==> config.mk <==
export PLATFORM = sky130hd
export DESIGN_NAME = ipd_frame_extractor_core
export DESIGN_NICKNAME = d
export VERILOG_FILES = /design/src/rtl/ipdfe_pkg.sv /design/src/rtl/ipdfe_timer.sv /design/src/rtl/ipd_frame_extractor_core.sv
export SDC_FILE = /design/constraint.sdc
export NUM_CORES = 1
export LEC_CHECK = 0
export BUFFER_PORTS_ARGS = -buffer_cell sky130_fd_sc_hd__buf_4
export CORE_MARGIN = 2
export CORE_UTILIZATION = 42
export DETAILED_ROUTE_END_ITERATION = 16
export GPL_TIMING_DRIVEN = 0
export HOLD_SLACK_MARGIN = 0.02
export PLACE_DENSITY = 0.58
export SLEW_MARGIN = 5
export SYNTH_ARGS = -nofsm -noshare
export SYNTH_HDL_FRONTEND = slang
export SYNTH_SLANG_ARGS = --single-unit
==> constraint.sdc <==
create_clock -name clk -period 8.2 [get_ports clk]
set_input_delay 0.82 -clock clk [delete_from_list [all_inputs] [get_ports clk]]
set_output_delay 0.82 -clock clk [all_outputs]
set_load 0.005 [all_outputs]
==> src/rtl/ipdfe_pkg.sv <==
// Shared constants, types and helpers for the IPD frame extractor.
package ipdfe_pkg;

  // Default elapsed-tick counter width
  localparam int TIMER_WIDTH_DEF = 32;

  // Item kinds
  localparam logic [1:0] KIND_START = 2'd0;
  localparam logic [1:0] KIND_BYTE  = 2'd1;
  localparam logic [1:0] KIND_TICK  = 2'd2;

  // Result status codes
  localparam logic [1:0] ST_DATA      = 2'd0;
  localparam logic [1:0] ST_NO_TAG    = 2'd1;
  localparam logic [1:0] ST_BAD_LEN   = 2'd2;
  localparam logic [1:0] ST_DATA_TOUT = 2'd3;

  // Receive phases
  localparam logic [1:0] PH_IDLE = 2'd0;
  localparam logic [1:0] PH_TAG  = 2'd1;
  localparam logic [1:0] PH_LEN  = 2'd2;
  localparam logic [1:0] PH_DATA = 2'd3;

  // Configuration register indexes
  localparam logic CFG_MAX_LEN = 1'b0;
  localparam logic CFG_TIMEOUT = 1'b1;

  // Framing constants
  localparam logic [2:0]  TAG_LEN   = 3'd5;
  localparam logic [7:0]  CH_PLUS   = 8'h2B;
  localparam logic [7:0]  CH_I      = 8'h49;
  localparam logic [7:0]  CH_P      = 8'h50;
  localparam logic [7:0]  CH_D      = 8'h44;
  localparam logic [7:0]  CH_COMMA  = 8'h2C;
  localparam logic [7:0]  CH_COLON  = 8'h3A;
  localparam logic [7:0]  CH_ZERO   = 8'h30;
  localparam logic [7:0]  CH_NINE   = 8'h39;
  localparam logic [15:0] LEN_SAT   = 16'hFFFF;
  localparam logic [11:0] LEN_CAP   = 12'd2048;
  localparam logic [11:0] MAX_LEN_RST = 12'd2048;
  localparam logic [31:0] TIMEOUT_RST = 32'd1000;

  // Timer control from the parser
  typedef struct packed {
    logic clear;
    logic tick;
  } timer_ctrl_t;

  // Deadline flags back to the parser
  typedef struct packed {
    logic tag_expired;
    logic tick_tag_expired;
    logic tick_byte_expired;
  } timer_stat_t;

  // Expected character at each position of the tag
  function automatic logic [7:0] tag_char(input logic [2:0] idx);
    logic [7:0] ch;
    case (idx)
      3'd0:    ch = CH_PLUS;
      3'd1:    ch = CH_I;
      3'd2:    ch = CH_P;
      3'd3:    ch = CH_D;
      default: ch = CH_COMMA;
    endcase
    return ch;
  endfunction

endpackage

==> src/rtl/ipdfe_timer.sv <==
// Saturating elapsed-tick counter with search and per-byte deadline compares.
module ipdfe_timer #(
  parameter int TIMER_WIDTH = ipdfe_pkg::TIMER_WIDTH_DEF
) (
  input  logic                   clk,
  input  logic                   rst,
  input  ipdfe_pkg::timer_ctrl_t ctrl,
  input  logic [31:0]            timeout_ticks,
  output ipdfe_pkg::timer_stat_t stat
);

  localparam int CW = (TIMER_WIDTH > 32) ? TIMER_WIDTH : 32;

  logic [TIMER_WIDTH-1:0] elapsed;
  logic [TIMER_WIDTH-1:0] elapsed_inc;
  logic [CW-1:0]          tmask_cw;
  logic [CW-1:0]          timeout_cw;
  logic [CW-1:0]          byte_req;
  logic [CW-1:0]          tag_wait;
  logic [CW-1:0]          byte_wait;

  // Cap both waits at the largest count the counter holds
  assign tmask_cw   = CW'({TIMER_WIDTH{1'b1}});
  assign timeout_cw = CW'(timeout_ticks);
  assign byte_req   = (timeout_ticks == 32'd0) ? CW'(1) : timeout_cw;
  assign tag_wait   = (timeout_cw > tmask_cw) ? tmask_cw : timeout_cw;
  assign byte_wait  = (byte_req > tmask_cw) ? tmask_cw : byte_req;

  // Saturating increment
  assign elapsed_inc = (elapsed == {TIMER_WIDTH{1'b1}}) ? elapsed : elapsed + 1'b1;

  // Deadline flags, now and after this tick
  assign stat.tag_expired       = CW'(elapsed) >= tag_wait;
  assign stat.tick_tag_expired  = CW'(elapsed_inc) >= tag_wait;
  assign stat.tick_byte_expired = CW'(elapsed_inc) >= byte_wait;

  // Clear has priority over a tick
  always_ff @(posedge clk) begin
    if (rst) begin
      elapsed <= '0;
    end else if (ctrl.clear) begin
      elapsed <= '0;
    end else if (ctrl.tick) begin
      elapsed <= elapsed_inc;
    end
  end

endmodule

==> src/rtl/ipd_frame_extractor_core.sv <==
// Top level of the IPD frame extractor: tag search, length parse and payload output.
// One item (start, received byte or millisecond tick) is taken per cycle while item_ready
// is high; each item updates the parser state in the cycle it is transferred and yields at
// most one result, which sits in a single output register. item_ready is high whenever
// that register is empty or being taken in the same cycle, so the block sustains one item
// per cycle while the result side keeps up. Results appear in the cycle after their item.
module ipd_frame_extractor_core #(
  parameter int TIMER_WIDTH = ipdfe_pkg::TIMER_WIDTH_DEF
) (
  input  logic        clk,
  input  logic        rst,
  // Configuration write port
  input  logic        cfg_we,
  input  logic        cfg_index,
  input  logic [31:0] cfg_data,
  // Input items
  input  logic        item_valid,
  output logic        item_ready,
  input  logic [1:0]  kind,
  input  logic [7:0]  rx_byte,
  // Results
  output logic        result_valid,
  input  logic        result_ready,
  output logic [1:0]  status,
  output logic [7:0]  data,
  output logic        last,
  output logic [11:0] delivered
);

  logic [11:0] max_len;
  logic [31:0] timeout_ticks;

  logic [1:0]  phase, phase_next;
  logic [2:0]  tag_matched, tag_matched_next;
  logic [15:0] length_accum, length_accum_next;
  logic [11:0] bytes_sent, bytes_sent_next;

  logic        accept;
  logic        emit;
  logic [1:0]  emit_status;
  logic [7:0]  emit_data;
  logic        emit_last;
  logic [11:0] emit_delivered;

  logic [11:0] len_limit;
  logic [15:0] len_clipped;
  logic [19:0] len_digit;
  logic [11:0] sent_inc;
  logic        is_digit;

  ipdfe_pkg::timer_ctrl_t timer_ctrl;
  ipdfe_pkg::timer_stat_t timer_stat;

  ipdfe_timer #(
    .TIMER_WIDTH(TIMER_WIDTH)
  ) u_timer (
    .clk          (clk),
    .rst          (rst),
    .ctrl         (timer_ctrl),
    .timeout_ticks(timeout_ticks),
    .stat         (timer_stat)
  );

  // Configuration registers
  always_ff @(posedge clk) begin
    if (rst) begin
      max_len       <= ipdfe_pkg::MAX_LEN_RST;
      timeout_ticks <= ipdfe_pkg::TIMEOUT_RST;
    end else if (cfg_we) begin
      case (cfg_index)
        ipdfe_pkg::CFG_MAX_LEN: max_len       <= cfg_data[11:0];
        ipdfe_pkg::CFG_TIMEOUT: timeout_ticks <= cfg_data;
        default: ;
      endcase
    end
  end

  assign item_ready = !result_valid || result_ready;
  assign accept     = item_valid && item_ready;

  // Length clip for payload entry
  assign len_limit = (max_len == 12'd0) ? 12'd1 :
                     (max_len > ipdfe_pkg::LEN_CAP) ? ipdfe_pkg::LEN_CAP : max_len;
  assign len_clipped = (length_accum > {4'd0, len_limit}) ? {4'd0, len_limit} : length_accum;

  // Decimal accumulate: times ten plus digit
  assign is_digit  = (rx_byte >= ipdfe_pkg::CH_ZERO) && (rx_byte <= ipdfe_pkg::CH_NINE);
  assign len_digit = {1'b0, length_accum, 3'd0} + {3'd0, length_accum, 1'b0}
                   + {16'd0, rx_byte[3:0]};
  assign sent_inc  = bytes_sent + 12'd1;

  // Parser next state and result
  always_comb begin
    phase_next        = phase;
    tag_matched_next  = tag_matched;
    length_accum_next = length_accum;
    bytes_sent_next   = bytes_sent;
    timer_ctrl        = '0;
    emit              = 1'b0;
    emit_status       = ipdfe_pkg::ST_DATA;
    emit_data         = 8'd0;
    emit_last         = 1'b1;
    emit_delivered    = 12'd0;

    if (accept) begin
      case (kind)
        ipdfe_pkg::KIND_START: begin
          phase_next        = ipdfe_pkg::PH_TAG;
          tag_matched_next  = 3'd0;
          length_accum_next = 16'd0;
          bytes_sent_next   = 12'd0;
          timer_ctrl.clear  = 1'b1;
        end

        ipdfe_pkg::KIND_TICK: begin
          timer_ctrl.tick = (phase != ipdfe_pkg::PH_IDLE);
          case (phase)
            ipdfe_pkg::PH_TAG: begin
              if (timer_stat.tick_tag_expired) begin
                phase_next  = ipdfe_pkg::PH_IDLE;
                emit        = 1'b1;
                emit_status = ipdfe_pkg::ST_NO_TAG;
              end
            end
            ipdfe_pkg::PH_LEN: begin
              if (timer_stat.tick_byte_expired) begin
                if (length_accum != 16'd0) begin
                  // Length timed out with a nonzero length: go on to the payload
                  phase_next        = ipdfe_pkg::PH_DATA;
                  length_accum_next = len_clipped;
                  bytes_sent_next   = 12'd0;
                  timer_ctrl.clear  = 1'b1;
                end else begin
                  phase_next  = ipdfe_pkg::PH_IDLE;
                  emit        = 1'b1;
                  emit_status = ipdfe_pkg::ST_BAD_LEN;
                end
              end
            end
            ipdfe_pkg::PH_DATA: begin
              if (timer_stat.tick_byte_expired) begin
                phase_next     = ipdfe_pkg::PH_IDLE;
                emit           = 1'b1;
                emit_status    = ipdfe_pkg::ST_DATA_TOUT;
                emit_delivered = bytes_sent;
              end
            end
            default: ;
          endcase
        end

        ipdfe_pkg::KIND_BYTE: begin
          case (phase)
            ipdfe_pkg::PH_TAG: begin
              // Bytes after the search deadline are dropped
              if (!timer_stat.tag_expired) begin
                if (tag_matched < ipdfe_pkg::TAG_LEN &&
                    rx_byte == ipdfe_pkg::tag_char(tag_matched)) begin
                  tag_matched_next = tag_matched + 3'd1;
                  if (tag_matched == ipdfe_pkg::TAG_LEN - 3'd1) begin
                    phase_next        = ipdfe_pkg::PH_LEN;
                    length_accum_next = 16'd0;
                    timer_ctrl.clear  = 1'b1;
                  end
                end else begin
                  // A plus restarts the match at one
                  tag_matched_next = (rx_byte == ipdfe_pkg::CH_PLUS) ? 3'd1 : 3'd0;
                end
              end
            end
            ipdfe_pkg::PH_LEN: begin
              if (rx_byte == ipdfe_pkg::CH_COLON) begin
                if (length_accum == 16'd0) begin
                  phase_next  = ipdfe_pkg::PH_IDLE;
                  emit        = 1'b1;
                  emit_status = ipdfe_pkg::ST_BAD_LEN;
                end else begin
                  phase_next        = ipdfe_pkg::PH_DATA;
                  length_accum_next = len_clipped;
                  bytes_sent_next   = 12'd0;
                  timer_ctrl.clear  = 1'b1;
                end
              end else if (is_digit) begin
                length_accum_next = (len_digit > {4'd0, ipdfe_pkg::LEN_SAT}) ?
                                    ipdfe_pkg::LEN_SAT : len_digit[15:0];
                timer_ctrl.clear  = 1'b1;
              end else begin
                phase_next  = ipdfe_pkg::PH_IDLE;
                emit        = 1'b1;
                emit_status = ipdfe_pkg::ST_BAD_LEN;
              end
            end
            ipdfe_pkg::PH_DATA: begin
              bytes_sent_next  = sent_inc;
              timer_ctrl.clear = 1'b1;
              emit             = 1'b1;
              emit_status      = ipdfe_pkg::ST_DATA;
              emit_data        = rx_byte;
              if ({4'd0, sent_inc} >= length_accum) begin
                phase_next     = ipdfe_pkg::PH_IDLE;
                emit_last      = 1'b1;
                emit_delivered = sent_inc;
              end else begin
                emit_last = 1'b0;
              end
            end
            default: ;
          endcase
        end

        default: ;
      endcase
    end
  end

  // Parser state
  always_ff @(posedge clk) begin
    if (rst) begin
      phase        <= ipdfe_pkg::PH_IDLE;
      tag_matched  <= 3'd0;
      length_accum <= 16'd0;
      bytes_sent   <= 12'd0;
    end else begin
      phase        <= phase_next;
      tag_matched  <= tag_matched_next;
      length_accum <= length_accum_next;
      bytes_sent   <= bytes_sent_next;
    end
  end

  // Result register: load on a producing transfer, drop once taken
  always_ff @(posedge clk) begin
    if (rst) begin
      result_valid <= 1'b0;
    end else if (accept && emit) begin
      result_valid <= 1'b1;
    end else if (result_ready) begin
      result_valid <= 1'b0;
    end
  end

  always_ff @(posedge clk) begin
    if (accept && emit) begin
      status    <= emit_status;
      data      <= emit_data;
      last      <= emit_last;
      delivered <= emit_delivered;
    end
  end

  // Checks
  a_error_is_last: assert property (@(posedge clk) disable iff (rst)
    result_valid && status != ipdfe_pkg::ST_DATA |-> last && data == 8'd0)
    else $error("error result without last or with data");

  a_mid_byte_no_count: assert property (@(posedge clk) disable iff (rst)
    result_valid && !last |-> status == ipdfe_pkg::ST_DATA && delivered == 12'd0)
    else $error("non-final payload byte carries a count");

  a_count_capped: assert property (@(posedge clk) disable iff (rst)
    result_valid |-> delivered <= ipdfe_pkg::LEN_CAP)
    else $error("delivered count above cap");

  a_start_arms: assert property (@(posedge clk) disable iff (rst)
    accept && kind == ipdfe_pkg::KIND_START |=>
      phase == ipdfe_pkg::PH_TAG && tag_matched == 3'd0 && bytes_sent == 12'd0)
    else $error("start did not arm the tag search");

  a_payload_target: assert property (@(posedge clk) disable iff (rst)
    phase == ipdfe_pkg::PH_DATA |->
      length_accum != 16'd0 && length_accum <= {4'd0, ipdfe_pkg::LEN_CAP})
    else $error("payload target out of range");

endmodule
==> impl_results.html <==
<table>
<tr><th>Metric</th><th>Value</th></tr>
<tr><th colspan="2">Synth</th></tr>
<tr><td>Yosys top cell area share</td><td>around a fifth</td></tr>
<tr><td>Most instantiated flip-flop cell in the synthesis netlist</td><td>dfxtp_1</td></tr>
<tr><td>Post-Synthesis Mean Instance Area</td><td>between 7 and 8 sq um</td></tr>
<tr><td>Synthesized cell area</td><td>11000 sq um</td></tr>
<tr><td>Commonest cells in the netlist</td><td>179 x nand2_1, 165 x ha_1, 114 x a21oi_1</td></tr>
<tr><td>Sequential-to-total area share from yosys stat</td><td>around a quarter</td></tr>
<tr><td>Count of different cell masters after synthesis</td><td>between 70 and 80</td></tr>
<tr><td>Most instantiated library cell after synthesis</td><td>nand2_1</td></tr>
<tr><td>Syn Inst Count</td><td>between 1000 and 1500</td></tr>
<tr><td>Number of synthesized flops with an enable pin</td><td>23</td></tr>
<tr><td>Warnings, synthesis</td><td>0</td></tr>
<tr><td>Cells taking the most area after synthesis</td><td>dfxtp_1 20%, ha_1 19%, edfxtp_1 6.3%</td></tr>
<tr><td>Post-synthesis cell type with the largest combined area</td><td>dfxtp_1</td></tr>
<tr><td>Synthesized net count</td><td>1593</td></tr>
<tr><td>Seq cells post-synth</td><td>~130</td></tr>
<tr><td>Proportion of synthesized flip-flops having asynchronous set or reset</td><td>0%</td></tr>
<tr><th colspan="2">Place</th></tr>
<tr><td>Total of buffers placed on input and output ports</td><td>71</td></tr>
<tr><td>Worst setup slack before clock tree synthesis</td><td>around 2 ns</td></tr>
<tr><td>Weighted congestion reported at the end of routability-driven placement</td><td>approximately 0.87</td></tr>
<tr><td>HPWL after DPL</td><td>~26000 um</td></tr>
<tr><th colspan="2">STA</th></tr>
<tr><td>Min Tclk post-route</td><td>6.29 ns</td></tr>
<tr><td>Post-route setup slack</td><td>roughly 1.9 ns</td></tr>
<tr><td>Max Slew Vio Count</td><td>0</td></tr>
<tr><td>Worst-Margin Slew</td><td>1.11 ns</td></tr>
<tr><td>Setup_tns</td><td>0 ns</td></tr>
<tr><td>Highest clock frequency the design can meet</td><td>between 150 and 200 MHz</td></tr>
<tr><td>Setup repair after global routing missed its margin</td><td>no</td></tr>
<tr><td>Final Setup Violations</td><td>0</td></tr>
<tr><td>Worst max-slew margin expressed relative to the limit</td><td>between 20% and 30%</td></tr>
<tr><td>Post-route clock skew</td><td>between 0.01 and 0.015 ns</td></tr>
<tr><td>Final hold viol count</td><td>0</td></tr>
<tr><td>Final period utilization</td><td>between 70% and 80%</td></tr>
<tr><th colspan="2">Detailed routing</th></tr>
<tr><td>Aggregate routed wire length</td><td>around 32000 um</td></tr>
<tr><td>Via total after detailed routing</td><td>about 10000</td></tr>
<tr><td>Number of DRC violations after detailed routing</td><td>0</td></tr>
<tr><td>Remaining antenna violation count after routing</td><td>0</td></tr>
<tr><td>Routed WL per cell</td><td>approximately 18 um</td></tr>
<tr><td>Initial DRC count</td><td>between 600 and 700</td></tr>
<tr><td>Detailed-routing iteration count for the pre-antenna-repair pass</td><td>5</td></tr>
<tr><td>Post-detailed-route via-to-cell ratio</td><td>5.62</td></tr>
<tr><th colspan="2">Clock network</th></tr>
<tr><td>Hold-fix buffer count after cts</td><td>0</td></tr>
<tr><td>Sink count of the clock tree</td><td>~130</td></tr>
<tr><td>Clock latency reported for the late side of the worst-skew pair</td><td>approximately 0.44 ns</td></tr>
<tr><td>Post_cts resized</td><td>0</td></tr>
<tr><td>Number of post-CTS setup repair buffers</td><td>0</td></tr>
<tr><td>CTS tree</td><td>done</td></tr>
<tr><td>Reg clk slew, reported paths</td><td>0.07 ns</td></tr>
<tr><td>Number of buffers created by CTS</td><td>17</td></tr>
<tr><td>Clock Tree Buf Depth</td><td>2</td></tr>
<tr><td>Depth of the CTS H-tree</td><td>4</td></tr>
<tr><td>Cell at the root of the clock tree</td><td>clkbuf_16</td></tr>
<tr><th colspan="2">Floorplanning</th></tr>
<tr><td>Core Rows</td><td>59</td></tr>
<tr><td>Area of the die</td><td>between 20000 and 30000 sq um</td></tr>
<tr><td>Vert. Die Dim</td><td>166 um</td></tr>
<tr><td>Initial Utilization</td><td>around 42%</td></tr>
<tr><td># IOs</td><td>73</td></tr>
<tr><td>Horiz. Die Dim</td><td>between 150 and 200 um</td></tr>
<tr><td>Area of the core region</td><td>between 20000 and 30000 sq um</td></tr>
<tr><th colspan="2">Power and ir drop</th></tr>
<tr><td>Maximum vdd ir drop</td><td>0.0999 mV</td></tr>
<tr><td>Power per standard cell area</td><td>131 nW/um^2</td></tr>
<tr><td>Pleak</td><td>roughly 0.0054 uW</td></tr>
<tr><th colspan="2">Hold path</th></tr>
<tr><td>Kind of path behind the tightest hold check</td><td>flop to flop</td></tr>
<tr><td>Number of cells traversed by the worst hold path</td><td>2</td></tr>
<tr><td>Hold worst-path end</td><td>max_len[8]</td></tr>
<tr><td>Worst hold start</td><td>max_len[8]</td></tr>
<tr><th colspan="2">Global route</th></tr>
<tr><td>Pin count of the biggest net entering global routing</td><td>17</td></tr>
<tr><td>Antenna violations before repair</td><td>0</td></tr>
<tr><td>First-pass GRT wire length</td><td>approximately 52000 um</td></tr>
<tr><td>Total congestion overflow</td><td>0</td></tr>
<tr><td>Overall routing resource usage</td><td>23.3%</td></tr>
<tr><td>Number of global-route vias before repair</td><td>a little under 10000</td></tr>
<tr><th colspan="2">Critical path</th></tr>
<tr><td>Delay-heaviest family, CP</td><td>simple AND/OR/NAND/NOR gates</td></tr>
<tr><td>Maximum fanout along the worst path</td><td>12</td></tr>
<tr><td>Worst-path cell chain</td><td>nand3_2 -&gt; nor4_1 -&gt; nand4_2 -&gt; nand4_1 -&gt; or2_2 -&gt; clkbuf_1 -&gt; nor2_1 -&gt; nand2_1 -&gt; xnor2_1 -&gt; ha_1 -&gt; nand4_1 -&gt; or4b_4 -&gt; or4_1 -&gt; a21boi_2 -&gt; or3_1 -&gt; a31oi_1 -&gt; a31oi_2 -&gt; buf_6</td></tr>
<tr><td>Critical Path Stages</td><td>18</td></tr>
<tr><td>Worst-case register-to-register setup slack</td><td>roughly 1.9 ns</td></tr>
<tr><td>Worst path buffer plus inverter count</td><td>2</td></tr>
<tr><td>Path depth of the worst reg2reg path</td><td>18</td></tr>
<tr><td>Launch point of the worst reg-to-reg path</td><td>u_timer.elapsed[24]</td></tr>
<tr><td>Crit start category</td><td>flop</td></tr>
<tr><td>Worst Path Required</td><td>approximately 8.4 ns</td></tr>
<tr><td>Type of the worst setup path</td><td>flop to flop</td></tr>
<tr><td>Library cell appearing most often on the critical path</td><td>nand4_1</td></tr>
<tr><td>Worst path slowest cell</td><td>a31oi_2</td></tr>
<tr><td>Sort of element at the end of the critical path</td><td>flop</td></tr>
<tr><td>Terminus of the critical flop-to-flop path</td><td>status[0]</td></tr>
<tr><td>Arr. time, crit path</td><td>6.43 ns</td></tr>
<tr><td>Worst stage delay on the critical path</td><td>just over 0.7 ns</td></tr>
<tr><th colspan="2">Final layout</th></tr>
<tr><td>Ratio of cells with drive above 1 in the final layout</td><td>about a tenth</td></tr>
<tr><td>Final nets</td><td>1684</td></tr>
<tr><td>Layout area overhead</td><td>14.2%</td></tr>
<tr><td>Number of inserted filler cells in the final layout</td><td>roughly 2600</td></tr>
<tr><th colspan="2">Outcome</th></tr>
<tr><td>Status</td><td>completed</td></tr>
<tr><th colspan="2">Flow run</th></tr>
<tr><td>Max-cap viol count</td><td>0</td></tr>
</table>
-- cell families (layout without fill, tap and decap cells) --
family | after synthesis | in the layout | synth area share, %
AO/OA/AOI/OAI | 299 | 299 | 17.5
XOR/XNOR | 82 | 82 | 6.52
multiplexers | 15 | 15 | 1.41
AND/OR/NAND/NOR | 528 | 528 | 23.7
adder cells (fa/ha/maj) | 168 | 168 | 19.2
other | 0 | 1 | 0
flip-flops | 133 | 133 | 26.3
buffers and inverters | 153 | 257 | 5.40
-- cells in the final DEF (no fill, tap or decap), types with 12 or more instances in the layout --
master,Yosys,layout
nand3_1,47,47
nor3_1,52,51
and2_1,12,12
clkbuf_16,0,17
nand4_1,25,25
xnor2_1,57,57
ha_1,165,165
dfxtp_1,110,110
nor4_1,20,20
nor2_1,97,97
xor2_1,25,25
inv_1,103,103
nand2b_1,17,17
clkbuf_1,32,32
and3_1,17,17
a22o_1,14,14
edfxtp_1,23,23
nand2_1,179,179
o211ai_1,14,14
a211oi_1,15,15
a21o_1,22,22
buf_4,0,71
o21ai_0,41,41
a21oi_1,114,114
-- sequential cells by signal, indices dropped and copies added, names as in the netlist, 3 cells and up --
signal and count:
tag_matched 3, delivered 12, timeout_ticks 32, bytes_sent 12, length_accum 16, max_len 12
data 8, u_timer.elapsed 32
-- through the flow --
step / hold WS, ns / cells / power, uW / util, % / cell area (sq um)
floorplan: 0.436 / 1378 / 810 / - / 11000
global placement: 0.462 / 1784 / 880 / 46.2 / 12000
CTS: 0.476 / 1817 / 1660 / 48.5 / 12600
finish: 0.471 / 1818 / 1650 / 48.5 / 12600
global route: 0.498 / 1817 / 1710 / 48.5 / 12600
detailed placement: 0.466 / 1785 / 882 / 46.2 / 12000
-- worst max path at each step --
stage	start	endpoint
6_report	u_timer.elapsed[24]	status[0]
5_1_grt	u_timer.elapsed[24]	status[0]
4_1_cts	u_timer.elapsed[24]	status[0]
3_5_place_dp	u_timer.elapsed[24]	data[4]
3_3_place_gp	u_timer.elapsed[24]	data[4]
2_1_floorplan	u_timer.elapsed[0]	data[0]
-- metal layers --
| layer | global-route usage (%) | vias to the layer above | wire length, um |
|---|---|---|---|
| li1 | - | 5142 | - |
| met1 | 29.3 | 4802 | 14200 |
| met2 | 41.0 | 222 | 15700 |
| met3 | 2.91 | 58 | 1250 |
| met4 | 8.20 | 0 | 877 |
| met5 | 0 | - | 0 |
-- power by group --
group	switching [uW]	leakage (uW)	total (uW)	internal, uW
Combinational	113	0.00392	181	68.4
Sequential	14.2	0.00116	688	674
Clock	348	0.000284	780	432
-- worst reg2reg max path, delay by kind of cell, from the launching register on --
| kind | cells | cell delay [ns] |
|---|---|---|
| buf+inv | 2 | 0.53 |
| xor+xnor | 1 | 0.10 |
| flops | 1 | 0.49 |
| fa+ha+maj | 1 | 0.32 |
| compound gates | 3 | 1.16 |
| simple gates | 11 | 3.39 |
-- final cells by class --
class	count	area, sq um	share of cell area (%)
Buffer	48	200	1.59
Antenna cell	1	2.50	0.0199
Multi-Input combinational cell	1092	7540	59.9
Sequential cell	133	2890	23.0
Clock inverter	15	160	1.27
Tap cell	335	419	3.33
Inverter	105	394	3.13
Clock buffer	17	425	3.38
Timing Repair Buffer	72	544	4.33
(Power assumes the default switching activity.)
